## src/slsrc_pkg.sv

```systemverilog
// Shared types and codes for the single-line sector read cache.
// No dependencies; every other file in src imports this package.
package slsrc_pkg;

    localparam int unsigned SECTOR_BYTES = 512;

    typedef enum logic [1:0] {
        OP_READ = 2'd0,
        OP_FILL = 2'd1,
        OP_FAIL = 2'd2
    } opcode_t;

    typedef enum logic [1:0] {
        KIND_DATA  = 2'd0,
        KIND_FAIL  = 2'd1,
        KIND_FWD   = 2'd2,
        KIND_FETCH = 2'd3
    } kind_t;

    typedef enum logic [1:0] {
        ST_IDLE,
        ST_DIV,
        ST_DECIDE,
        ST_EMIT
    } state_t;

    typedef struct packed {
        logic [1:0]  opcode;
        logic [31:0] sector;
        logic [8:0]  byte_offset;
        logic [9:0]  byte_count;
        logic [7:0]  fill_byte;
    } req_t;

    typedef struct packed {
        logic [1:0]  kind;
        logic [7:0]  data_byte;
        logic [31:0] fetch_sector;
        logic [8:0]  fetch_offset;
        logic [9:0]  fetch_count;
        logic        last_byte;
        logic [31:0] hits_seen;
        logic [31:0] misses_seen;
    } rsp_t;

endpackage

```

## src/single_line_sector_read_cache.sv

```systemverilog
// Single-line sector read cache: top level with line memory and control sequencer.
// Depends on slsrc_pkg (request/result structs, opcode, kind and state codes).
//
//   channel   signals                      handshake
//   --------  ---------------------------  ------------------------------------
//   request   request (req_t)              beat taken when start & !busy
//   result    result (rsp_t)               beat shown one cycle, result_valid
//
// A read request goes through the chunk split in ST_DIV (reciprocal multiply), then
// in ST_DECIDE (correction and tag compare), which registers a forward or line fetch
// beat; on a hit the block instead streams one byte per cycle from the line memory.
// Fill bytes and fill failures are each taken as a single beat in ST_IDLE; the last
// fill byte starts the byte stream. Reset clears the tag, valid, counters and state;
// the line memory holds garbage until filled. The receiver cannot stall results.
module single_line_sector_read_cache #(
    parameter int unsigned LINE_BYTES = 32
) (
    input  logic               clk,
    input  logic               rst_n,
    input  logic               start,
    output logic               busy,
    input  slsrc_pkg::req_t    request,
    output slsrc_pkg::rsp_t    result,
    output logic               result_valid
);
    import slsrc_pkg::*;

    localparam int unsigned AW    = (LINE_BYTES > 1) ? $clog2(LINE_BYTES) : 1;
    localparam int unsigned CW    = $clog2(LINE_BYTES + 1);
    localparam int unsigned CKW   = $clog2((511 / LINE_BYTES) + 1);
    localparam int unsigned SH    = 11;
    localparam logic [11:0] RECIP = 12'((1 << SH) / LINE_BYTES);
    localparam logic [16:0] LB17  = 17'(LINE_BYTES);
    localparam logic [10:0] LB11  = 11'(LINE_BYTES);
    localparam logic [AW-1:0] LAST_POS = AW'(LINE_BYTES - 1);

    // line memory
    logic [7:0]    line_mem [LINE_BYTES];
    logic          mem_we;
    logic          mem_re;
    logic [7:0]    rd_data_reg;

    state_t        state_reg, state_next;
    req_t          req_reg, req_next;
    logic [8:0]    q0_reg, q0_next;
    logic [10:0]   q1_reg, q1_next;
    logic [31:0]   tag_sector_reg, tag_sector_next;
    logic [CKW-1:0] tag_chunk_reg, tag_chunk_next;
    logic          line_valid_reg, line_valid_next;
    logic [31:0]   hit_reg, hit_next;
    logic [31:0]   miss_reg, miss_next;
    logic [AW-1:0] pend_start_reg, pend_start_next;
    logic [CW-1:0] pend_count_reg, pend_count_next;
    logic [AW-1:0] fill_pos_reg, fill_pos_next;
    logic          fill_wait_reg, fill_wait_next;
    logic [AW-1:0] rd_addr_reg, rd_addr_next;
    logic [CW-1:0] remain_reg, remain_next;

    logic          out_valid_reg, out_valid_next;
    logic [1:0]    out_kind_reg, out_kind_next;
    logic          out_last_reg, out_last_next;
    logic [31:0]   out_fsec_reg, out_fsec_next;
    logic [8:0]    out_fofs_reg, out_fofs_next;
    logic [9:0]    out_fcnt_reg, out_fcnt_next;

    // chunk split helpers
    logic [10:0]   x0;
    logic [10:0]   x1;
    logic [22:0]   prod0;
    logic [22:0]   prod1;
    logic [16:0]   r0_wide;
    logic [16:0]   r1_wide;
    logic [10:0]   r0;
    logic [10:0]   r1;
    logic [10:0]   c0;
    logic [10:0]   c1;
    logic [10:0]   r0_fix;
    logic [16:0]   fetch_ofs_wide;
    logic          is_hit;

    always_comb
    begin
        x0    = {2'b00, req_reg.byte_offset};
        x1    = {2'b00, req_reg.byte_offset} + {1'b0, req_reg.byte_count} - 11'd1;
        prod0 = 23'(x0) * 23'(RECIP);
        prod1 = 23'(x1) * 23'(RECIP);

        // estimate is at most one low: one compare and subtract fixes it
        r0_wide = 17'(x0) - 17'(q0_reg) * LB17;
        r1_wide = 17'(x1) - 17'(q1_reg) * LB17;
        r0      = r0_wide[10:0];
        r1      = r1_wide[10:0];
        c0      = (r0 >= LB11) ? (11'(q0_reg) + 11'd1) : 11'(q0_reg);
        c1      = (r1 >= LB11) ? (q1_reg + 11'd1) : q1_reg;
        r0_fix  = (r0 >= LB11) ? (r0 - LB11) : r0;
        fetch_ofs_wide = 17'(c0) * LB17;
        is_hit  = line_valid_reg && (tag_sector_reg == req_reg.sector)
                  && (11'(tag_chunk_reg) == c0);
    end

    always_comb
    begin
        state_next      = state_reg;
        req_next        = req_reg;
        q0_next         = q0_reg;
        q1_next         = q1_reg;
        tag_sector_next = tag_sector_reg;
        tag_chunk_next  = tag_chunk_reg;
        line_valid_next = line_valid_reg;
        hit_next        = hit_reg;
        miss_next       = miss_reg;
        pend_start_next = pend_start_reg;
        pend_count_next = pend_count_reg;
        fill_pos_next   = fill_pos_reg;
        fill_wait_next  = fill_wait_reg;
        rd_addr_next    = rd_addr_reg;
        remain_next     = remain_reg;
        out_valid_next  = 1'b0;
        out_kind_next   = out_kind_reg;
        out_last_next   = out_last_reg;
        out_fsec_next   = out_fsec_reg;
        out_fofs_next   = out_fofs_reg;
        out_fcnt_next   = out_fcnt_reg;
        mem_we          = 1'b0;
        mem_re          = 1'b0;

        case (state_reg)
            ST_IDLE:
            begin
                if (start)
                begin
                    case (request.opcode)
                        OP_READ:
                        begin
                            if (!fill_wait_reg && (request.byte_count != 10'd0))
                            begin
                                req_next   = request;
                                state_next = ST_DIV;
                            end
                        end
                        OP_FILL:
                        begin
                            if (fill_wait_reg)
                            begin
                                mem_we = 1'b1;
                                if (fill_pos_reg == LAST_POS)
                                begin
                                    fill_wait_next  = 1'b0;
                                    line_valid_next = 1'b1;
                                    fill_pos_next   = '0;
                                    rd_addr_next    = pend_start_reg;
                                    remain_next     = pend_count_reg;
                                    state_next      = ST_EMIT;
                                end
                                else
                                begin
                                    fill_pos_next = fill_pos_reg + AW'(1);
                                end
                            end
                        end
                        OP_FAIL:
                        begin
                            if (fill_wait_reg)
                            begin
                                fill_wait_next  = 1'b0;
                                line_valid_next = 1'b0;
                                fill_pos_next   = '0;
                                out_valid_next  = 1'b1;
                                out_kind_next   = KIND_FAIL;
                                out_last_next   = 1'b0;
                                out_fsec_next   = '0;
                                out_fofs_next   = '0;
                                out_fcnt_next   = '0;
                            end
                        end
                        default:
                        begin
                            // unused opcode: drop
                        end
                    endcase
                end
            end

            ST_DIV:
            begin
                q0_next    = prod0[SH+8:SH];
                q1_next    = prod1[SH+10:SH];
                state_next = ST_DECIDE;
            end

            ST_DECIDE:
            begin
                state_next = ST_IDLE;
                if (c0 != c1)
                begin
                    miss_next      = miss_reg + 32'd1;
                    out_valid_next = 1'b1;
                    out_kind_next  = KIND_FWD;
                    out_last_next  = 1'b0;
                    out_fsec_next  = req_reg.sector;
                    out_fofs_next  = req_reg.byte_offset;
                    out_fcnt_next  = req_reg.byte_count;
                end
                else if (is_hit)
                begin
                    hit_next     = hit_reg + 32'd1;
                    rd_addr_next = r0_fix[AW-1:0];
                    remain_next  = req_reg.byte_count[CW-1:0];
                    state_next   = ST_EMIT;
                end
                else
                begin
                    miss_next       = miss_reg + 32'd1;
                    tag_sector_next = req_reg.sector;
                    tag_chunk_next  = c0[CKW-1:0];
                    line_valid_next = 1'b0;
                    fill_wait_next  = 1'b1;
                    fill_pos_next   = '0;
                    pend_start_next = r0_fix[AW-1:0];
                    pend_count_next = req_reg.byte_count[CW-1:0];
                    out_valid_next  = 1'b1;
                    out_kind_next   = KIND_FETCH;
                    out_last_next   = 1'b0;
                    out_fsec_next   = req_reg.sector;
                    out_fofs_next   = fetch_ofs_wide[8:0];
                    out_fcnt_next   = 10'(LINE_BYTES);
                end
            end

            ST_EMIT:
            begin
                mem_re         = 1'b1;
                out_valid_next = 1'b1;
                out_kind_next  = KIND_DATA;
                out_last_next  = (remain_reg == CW'(1));
                out_fsec_next  = '0;
                out_fofs_next  = '0;
                out_fcnt_next  = '0;
                rd_addr_next   = rd_addr_reg + AW'(1);
                remain_next    = remain_reg - CW'(1);
                if (remain_reg == CW'(1))
                begin
                    state_next = ST_IDLE;
                end
            end

            default:
            begin
                state_next = ST_IDLE;
            end
        endcase
    end

    always_ff @(posedge clk)
    begin
        if (mem_we)
        begin
            line_mem[fill_pos_reg] <= request.fill_byte;
        end
        if (mem_re)
        begin
            rd_data_reg <= line_mem[rd_addr_reg];
        end
    end

    always_ff @(posedge clk)
    begin
        req_reg <= req_next;
        q0_reg  <= q0_next;
        q1_reg  <= q1_next;
    end

    always_ff @(posedge clk or negedge rst_n)
    begin
        if (!rst_n)
        begin
            state_reg      <= ST_IDLE;
            tag_sector_reg <= '0;
            tag_chunk_reg  <= '0;
            line_valid_reg <= 1'b0;
            hit_reg        <= '0;
            miss_reg       <= '0;
            pend_start_reg <= '0;
            pend_count_reg <= '0;
            fill_pos_reg   <= '0;
            fill_wait_reg  <= 1'b0;
            rd_addr_reg    <= '0;
            remain_reg     <= '0;
            out_valid_reg  <= 1'b0;
            out_kind_reg   <= KIND_DATA;
            out_last_reg   <= 1'b0;
            out_fsec_reg   <= '0;
            out_fofs_reg   <= '0;
            out_fcnt_reg   <= '0;
        end
        else
        begin
            state_reg      <= state_next;
            tag_sector_reg <= tag_sector_next;
            tag_chunk_reg  <= tag_chunk_next;
            line_valid_reg <= line_valid_next;
            hit_reg        <= hit_next;
            miss_reg       <= miss_next;
            pend_start_reg <= pend_start_next;
            pend_count_reg <= pend_count_next;
            fill_pos_reg   <= fill_pos_next;
            fill_wait_reg  <= fill_wait_next;
            rd_addr_reg    <= rd_addr_next;
            remain_reg     <= remain_next;
            out_valid_reg  <= out_valid_next;
            out_kind_reg   <= out_kind_next;
            out_last_reg   <= out_last_next;
            out_fsec_reg   <= out_fsec_next;
            out_fofs_reg   <= out_fofs_next;
            out_fcnt_reg   <= out_fcnt_next;
        end
    end

    assign busy         = (state_reg != ST_IDLE);
    assign result_valid = out_valid_reg;

    always_comb
    begin
        result.kind         = out_kind_reg;
        result.data_byte    = (out_kind_reg == KIND_DATA) ? rd_data_reg : 8'd0;
        result.fetch_sector = out_fsec_reg;
        result.fetch_offset = out_fofs_reg;
        result.fetch_count  = out_fcnt_reg;
        result.last_byte    = out_last_reg;
        result.hits_seen    = hit_reg;
        result.misses_seen  = miss_reg;
    end

endmodule

```

## config.mk

```make
export PLATFORM = sky130hd
export DESIGN_NAME = single_line_sector_read_cache
export DESIGN_NICKNAME = d
export VERILOG_FILES = /design/src/slsrc_pkg.sv /design/src/single_line_sector_read_cache.sv
export SDC_FILE = /design/constraint.sdc
export NUM_CORES = 1
export LEC_CHECK = 0
export BUFFER_PORTS_ARGS = -buffer_cell sky130_fd_sc_hd__buf_2
export CORE_ASPECT_RATIO = 1.4
export CORE_MARGIN = 2
export CORE_UTILIZATION = 30
export DETAILED_ROUTE_END_ITERATION = 12
export GPL_ROUTABILITY_DRIVEN = 0
export PLACE_DENSITY = 0.56
export SETUP_SLACK_MARGIN = 0.4
export SKIP_CTS_REPAIR_TIMING = 1
export SLEW_MARGIN = 20
export SYNTH_ARGS = -nofsm -noshare
export SYNTH_HDL_FRONTEND = slang
export SYNTH_SLANG_ARGS = --single-unit
```

## constraint.sdc

```tcl
create_clock -name clk -period 6.64 [get_ports clk]
set_clock_uncertainty 0.2 [all_clocks]
set_input_delay 1.328 -clock clk [delete_from_list [all_inputs] [get_ports clk]]
set_output_delay 1.328 -clock clk [all_outputs]
set_load 0.01 [all_outputs]
```

### Yosys cells after proc, flatten, opt, wreduce, memory -nomap -nowiden

Memories as Yosys holds them, arrays and structs flattened. A register that Yosys moved wholly into a read port is not among the register bits.
Index checks and enable logic that the tools add are counted.

| operators by class | value |
|---|---|
| $add $sub $neg | 12 |
| $lt $le $gt $ge | 2 |
| equal/unequal tests | 27 |
| multiplexer cells | 92 |
| bitwise logic cells | 2 |
| reduce and logical (&&, ||, !) cells | 21 |

Operators with widths:

| operator | count |
|---|---|
| 32-bit 2-to-1 mux | 7 |
| 32-bit one-hot mux with 3 select lines | 1 |
| 5-bit 2-to-1 mux | 14 |
| 32-bit by 1-bit adder with 32-bit output, second input constant | 2 |
| 10-bit 2-to-1 mux | 5 |
| 9-bit 2-to-1 mux | 5 |
| 6-bit 2-to-1 mux | 6 |
| 32-bit equality test | 1 |
| 10-bit one-hot mux with 3 select lines | 1 |
| 9-bit one-hot mux with 3 select lines | 1 |
| 1-bit 2-to-1 mux | 25 |
| 2-bit 2-to-1 mux | 12 |
| 11-bit by 6-bit >= comparator with 1-bit output, second input constant | 2 |
| 5-bit one-hot mux with 2 select lines | 2 |
| 6-bit one-hot mux with 3 select lines | 1 |
| 3-bit != test, second input constant | 5 |
| 5-bit one-hot mux with 3 select lines | 1 |
| 2-bit != test, second input constant | 7 |
| 7-bit AND reduction | 2 |
| 9-bit by 10-bit adder with 11-bit output | 1 |
| 11-bit by 1-bit subtractor with 11-bit output, second input constant | 1 |
| 11-bit subtractor | 1 |
| 5-bit by 1-bit adder with 5-bit output, second input constant | 2 |
| 5-bit AND reduction | 2 |
| other kinds (32) | 49 |

| word-level totals | value |
|---|---|
| register bits | 247 |
| bits in writable memories | 256 |
| logic and storage cells | 180 |
| memories | 1 |

Memories:

| memory | depth | bits a word | read ports | clocked after memory_dff | write ports | line | source |
|---|---|---|---|---|---|---|---|
| line_mem | 32 | 8 | 1 | 1 | 1 | single_line_sector_read_cache.sv:38 | `logic [7:0] line_mem [LINE_BYTES];` |

### Longest topological paths before layout

| depth | value |
|---|---|
| depth in word-level cells | 8 |
| depth in mapped cells | 28 |

### Worst setup path before layout

No wires, ideal clock.

| timing path | value |
|---|---|
| path type | register -> register |
| start | reg req_reg[9] (netlist name) |
| end | reg rd_addr_reg[0] |
| arrival time | 4.803 ns |
| slack | 1.513 ns |
| stages on the path, launching flop included | 27 |
| path buffers | 2 |
| clock period less this slack | 5.127 ns |
| path through | edfxtp_1 > inv_1 > ha_1 > inv_1 > ha_1 > inv_1 > fa_1 > nor2b_1 > o21ai_0 > nand2b_1 > a21oi_1 > nor2b_1 > nor2_1 > xnor2_1 > ha_1 > a21oi_1 > a21bo_2 > a21oi_1 > nor3_1 > xnor2_1 > nor2_1 > or3_1 > a2111o_1 > buf_2 > a21oi_1 > buf_4 > mux2_2 |

| between the ends | value |
|---|---|
| word-level cells in the longest chain between the ends | 8 |

RTL lines:

| what | line | source |
|---|---|---|
| start, declared | single_line_sector_read_cache.sv:44 | `req_t req_reg, req_next;` |
| start signal, assigned | single_line_sector_read_cache.sv:268 | `req_reg <= req_next;` |
| 9-bit by 10-bit adder with 11-bit output | single_line_sector_read_cache.sv:84 | `x1 = {2'b00, req_reg.byte_offset} + {1'b0, req_reg.byte_count} - 11'd1;` |
| 11-bit by 1-bit subtractor with 11-bit output | single_line_sector_read_cache.sv:84 |  |
| named net prod1[13] | single_line_sector_read_cache.sv:70 | `logic [22:0] prod1;` |
| 11-bit subtractor | single_line_sector_read_cache.sv:90 | `r1_wide = 17'(x1) - 17'(q1_reg) * LB17;` |
| 11-bit by 6-bit >= comparator with 1-bit output | single_line_sector_read_cache.sv:94 | `c1 = (r1 >= LB11) ? (q1_reg + 11'd1) : q1_reg;` |
| 7-bit 2-to-1 mux | single_line_sector_read_cache.sv:94 |  |
| 5-bit by 7-bit != test with 1-bit output | single_line_sector_read_cache.sv:194 | `if (c0 != c1)` |
| 2-bit != test (no source line) | -- |  |
| 7-bit AND reduction (no source line) | -- |  |
| end signal, assigned | single_line_sector_read_cache.sv:308 | `rd_addr_reg <= rd_addr_next;` |
| end, declared | single_line_sector_read_cache.sv:56 | `logic [AW-1:0] rd_addr_reg, rd_addr_next;` |

The timed path passes the listed nets, and every way through them passes these cells.
A chain may end at the register's enable or synchronous reset.

### Worst setup path in the final report

| timing path | value |
|---|---|
| start | reg req_reg[9] (netlist name) |
| end | reg rd_addr_reg[2] |

Same word-level chain as after synthesis.

==> flow_summary.yaml <==
outcome:
  status: "complete, no violations"
global_route:
  grt_pass1_vias: 14233
  grt_use_total_pct: 14.07
  grt_pass1_wl_um: 85000
  grt_max_degree: 109
  overflow: 0
  antenna_found_initial: 1
sta:
  holdWs_ns: 0.2811
  grt_setup_unrepaired: "false"
  period_needed_ns: 5.692
  finalHoldViolCount: 0
  fin_tns_setup_ns: 0
  finalCritPeriodShare_pct: 85.73
  slew_headroom_pct: 31.45
  slew_violations: 0
  setup_viol: 0
  tightestPinTransition_ns: 1.026
  fmax_ghz: 0.1757
routing:
  drt_first_pass_iters: 5
  vias: 13826
  wl_per_cell_um: 19.62
  antenna_left: 0
  drt_iter0_markers: 849
  drc: 0
  vias_per_cell: 4.926
  routed_wl_um: 55080
die:
  die_w_um: 235.2
  dieArea_mm2: 0.07709
  start_util_pct: 30.30
  io_pins: 192
  core_mm2: 0.07412
  row_count: 118
  die-height_um: 327.7
synthesis:
  synth_cells: 1612
  synth_ff_type: "edfxtp_1"
  synth.avg_cell_area_um2: 13.93
  ys_ff_latch: 511
  synth-edff-count: 325
  ys_seq_area_share_pct: 64.18
  synthArstFlopShare_pct: 36.40
  synth_top_area_share_pct: 43.46
  synth_area_leaders: "edfxtp_1, dfrtp_1, mux4_2, xor2_1, mux2i_1"
  yosysWarnings: 0
  synth_cell_types: 71
  yosysTopAreaCell: "edfxtp_1"
  synth.net_count: 1718
  syn_area_mm2: 0.02246
cells_and_area:
  nets: 1908
  layout_common_cells: "edfxtp_1, buf_2, dfrtp_1"
  final_common_cell: "edfxtp_1"
  largest_register_ffs: 256
  layout.cells.non_filler: 2807
  finish.utilization_pct: 35.53
  seq_area_mm2: 0.01442
  fill_cells: 7123
  synthToLayoutAreaGrowth_pct: 17.25
  drive_gt1_share_pct: 22.59
  multi_input_area_mm2: 0.007506
cts:
  clk_latency_ns: 0.61
  htree_levels: 2
  cts_buffer_depth: 3
  cts_tree: "done"
  cts.sinks: 511
  clockRootBuffer: "clkbuf_16"
  path_clk_slew_ns: 0.07
  cts_buffers: 52
pwr:
  p_int_mw: 6.808
  finalPower_mw: 10.08
  switching_share_pct: 32.44
  seqPwrFrac_pct: 41.9
  p_comb_share_pct: 27.5
  max-vdd-ir-drop_mv: 0.1843
  power_density_mw_per_mm2: 382.7
  p_clk_share_pct: 30.7
  switchingPower_mw: 3.269
  p_leak_nw: 10.45
placed_design:
  placed_cells: 2708
  dp_hpwl_um: 37790
  io_buffers: 191
setup_path:
  worst_setup_path_start_kind: "flip-flop"
  critPathMaxStageDelay_ns: 0.52
  critPathMaxFanout: 11
  r2r-start: "req_reg[9]$_DFFE_PP_"
  r2r-end: "rd_addr_reg[2]$_DFFE_PN0P_"
  rrSetupSlack_ns: 0.95
  reg2reg_depth: 25
  cp_num_buf_inv: 4
  cp.depth: 25
  slowest_stage: "a2111o_2"
  cp.arrival_ns: 5.99
  critPathKind: "flip-flop to flip-flop"
  cp_data_required_time_ns: 6.93
  endpoint_kind: "flip-flop"
  cpLargestDelayFamily: "simple AND/OR/NAND/NOR gates"
flow_run:
  cap_violations: 0
min_path:
  min_from: "hit_reg[11]$_DFFE_PN0P_"
  hold-path-endpoint: "hit_reg[11]$_DFFE_PN0P_"
  min_path_type: "flip-flop to flip-flop"
  min_path_cells: 1
[metal layers]
metal / GRT usage (%) / share of wire [%] / up-vias
met5: 0 / 0 / -
met4: 4.002 / 2.3 / 0
met3: 2.756 / 4.9 / 71
met2: 25.19 / 51 / 365
met1: 17.22 / 42 / 6978
li1: - / - / 6412
[kinds of logic (layout without fill, tap and decap cells)]
family                     Yosys count  in the layout  share of synthesized area [%]
other                                0              1                              0
adders and majority gates           42             42                          2.440
and+or+nand+nor                    403            403                          9.014
xor gates and xnor gates           120            120                          4.802
DFF                                511            511                          64.18
AOI/OAI and AO/OA                  224            224                          7.371
buffers and inverters              144            378                          2.557
muxes                              168            168                          9.633
[worst max path at each step]
stage / end / startpoint
global route: hit_reg[31]$_DFFE_PN0P_ / req_reg[9]$_DFFE_PP_
detailed placement: out_fsec_reg[22]$_DFFE_PN0P_ / req_reg[9]$_DFFE_PP_
global placement: out_fsec_reg[27]$_DFFE_PN0P_ / req_reg[9]$_DFFE_PP_
CTS: out_fsec_reg[22]$_DFFE_PN0P_ / req_reg[9]$_DFFE_PP_
finish: rd_addr_reg[2]$_DFFE_PN0P_ / req_reg[9]$_DFFE_PP_
floorplan: rd_addr_reg[0]$_DFFE_PN0P_ / req_reg[9]$_DFFE_PP_
[synthesized netlist by cell type, types with 4 or more instances]
cell type / count
a211o_1: 7
a21o_1: 6
a21oi_1: 37
a22o_1: 50
a31oi_1: 5
and2_1: 15
and3_1: 19
and4_1: 6
buf_1: 15
buf_2: 15
clkbuf_1: 40
dfrtp_1: 186
edfxtp_1: 325
ha_1: 39
inv_1: 70
mux2_2: 63
mux2i_1: 71
mux4_2: 32
nand2_1: 77
nand2b_1: 9
nand3_1: 36
nand3b_1: 4
nand4_1: 28
nor2_1: 116
nor2b_1: 8
nor3_1: 41
nor3b_1: 7
nor4_1: 16
nor4_2: 7
o21a_1: 5
o21ai_0: 38
o221ai_1: 27
o22ai_1: 11
or3_1: 7
xnor2_1: 36
xor2_1: 82
[through the flow]
step           setup WS, ns  cell area (µm²)
6_report             0.9478            26330
5_1_grt              0.4366            26330
4_1_cts              0.8347            26310
3_5_place_dp         0.8879            24500
3_3_place_gp         0.9932            24500
2_1_floorplan         1.513            22460
[power groups by stage]
| stage | clock, mW | sequential [mW] | combinational (mW) |
|---|---|---|---|
| final | 3.09 | 4.22 | 2.77 |
| after global routing | 3.30 | 4.28 | 3.03 |
| after CTS | 3.18 | 4.22 | 2.78 |
| after detailed placement | 0 | 4.28 | 2.77 |
| after global placement | 0 | 4.27 | 2.72 |
| after floorplan | 0 | 4.14 | 1.93 |
[final cells by class]
cell class | instances | area share (%)
Sequential cell | 511 | 54.76
Clock inverter | 36 | 1.635
Tap cell | 960 | 4.561
Timing Repair Buffer | 209 | 4.286
Clock buffer | 62 | 5.236
Multi-Input combinational cell | 957 | 28.50
Antenna cell | 1 | 0.009503
Inverter | 71 | 1.012
Power figures use the tool's default switching activity.
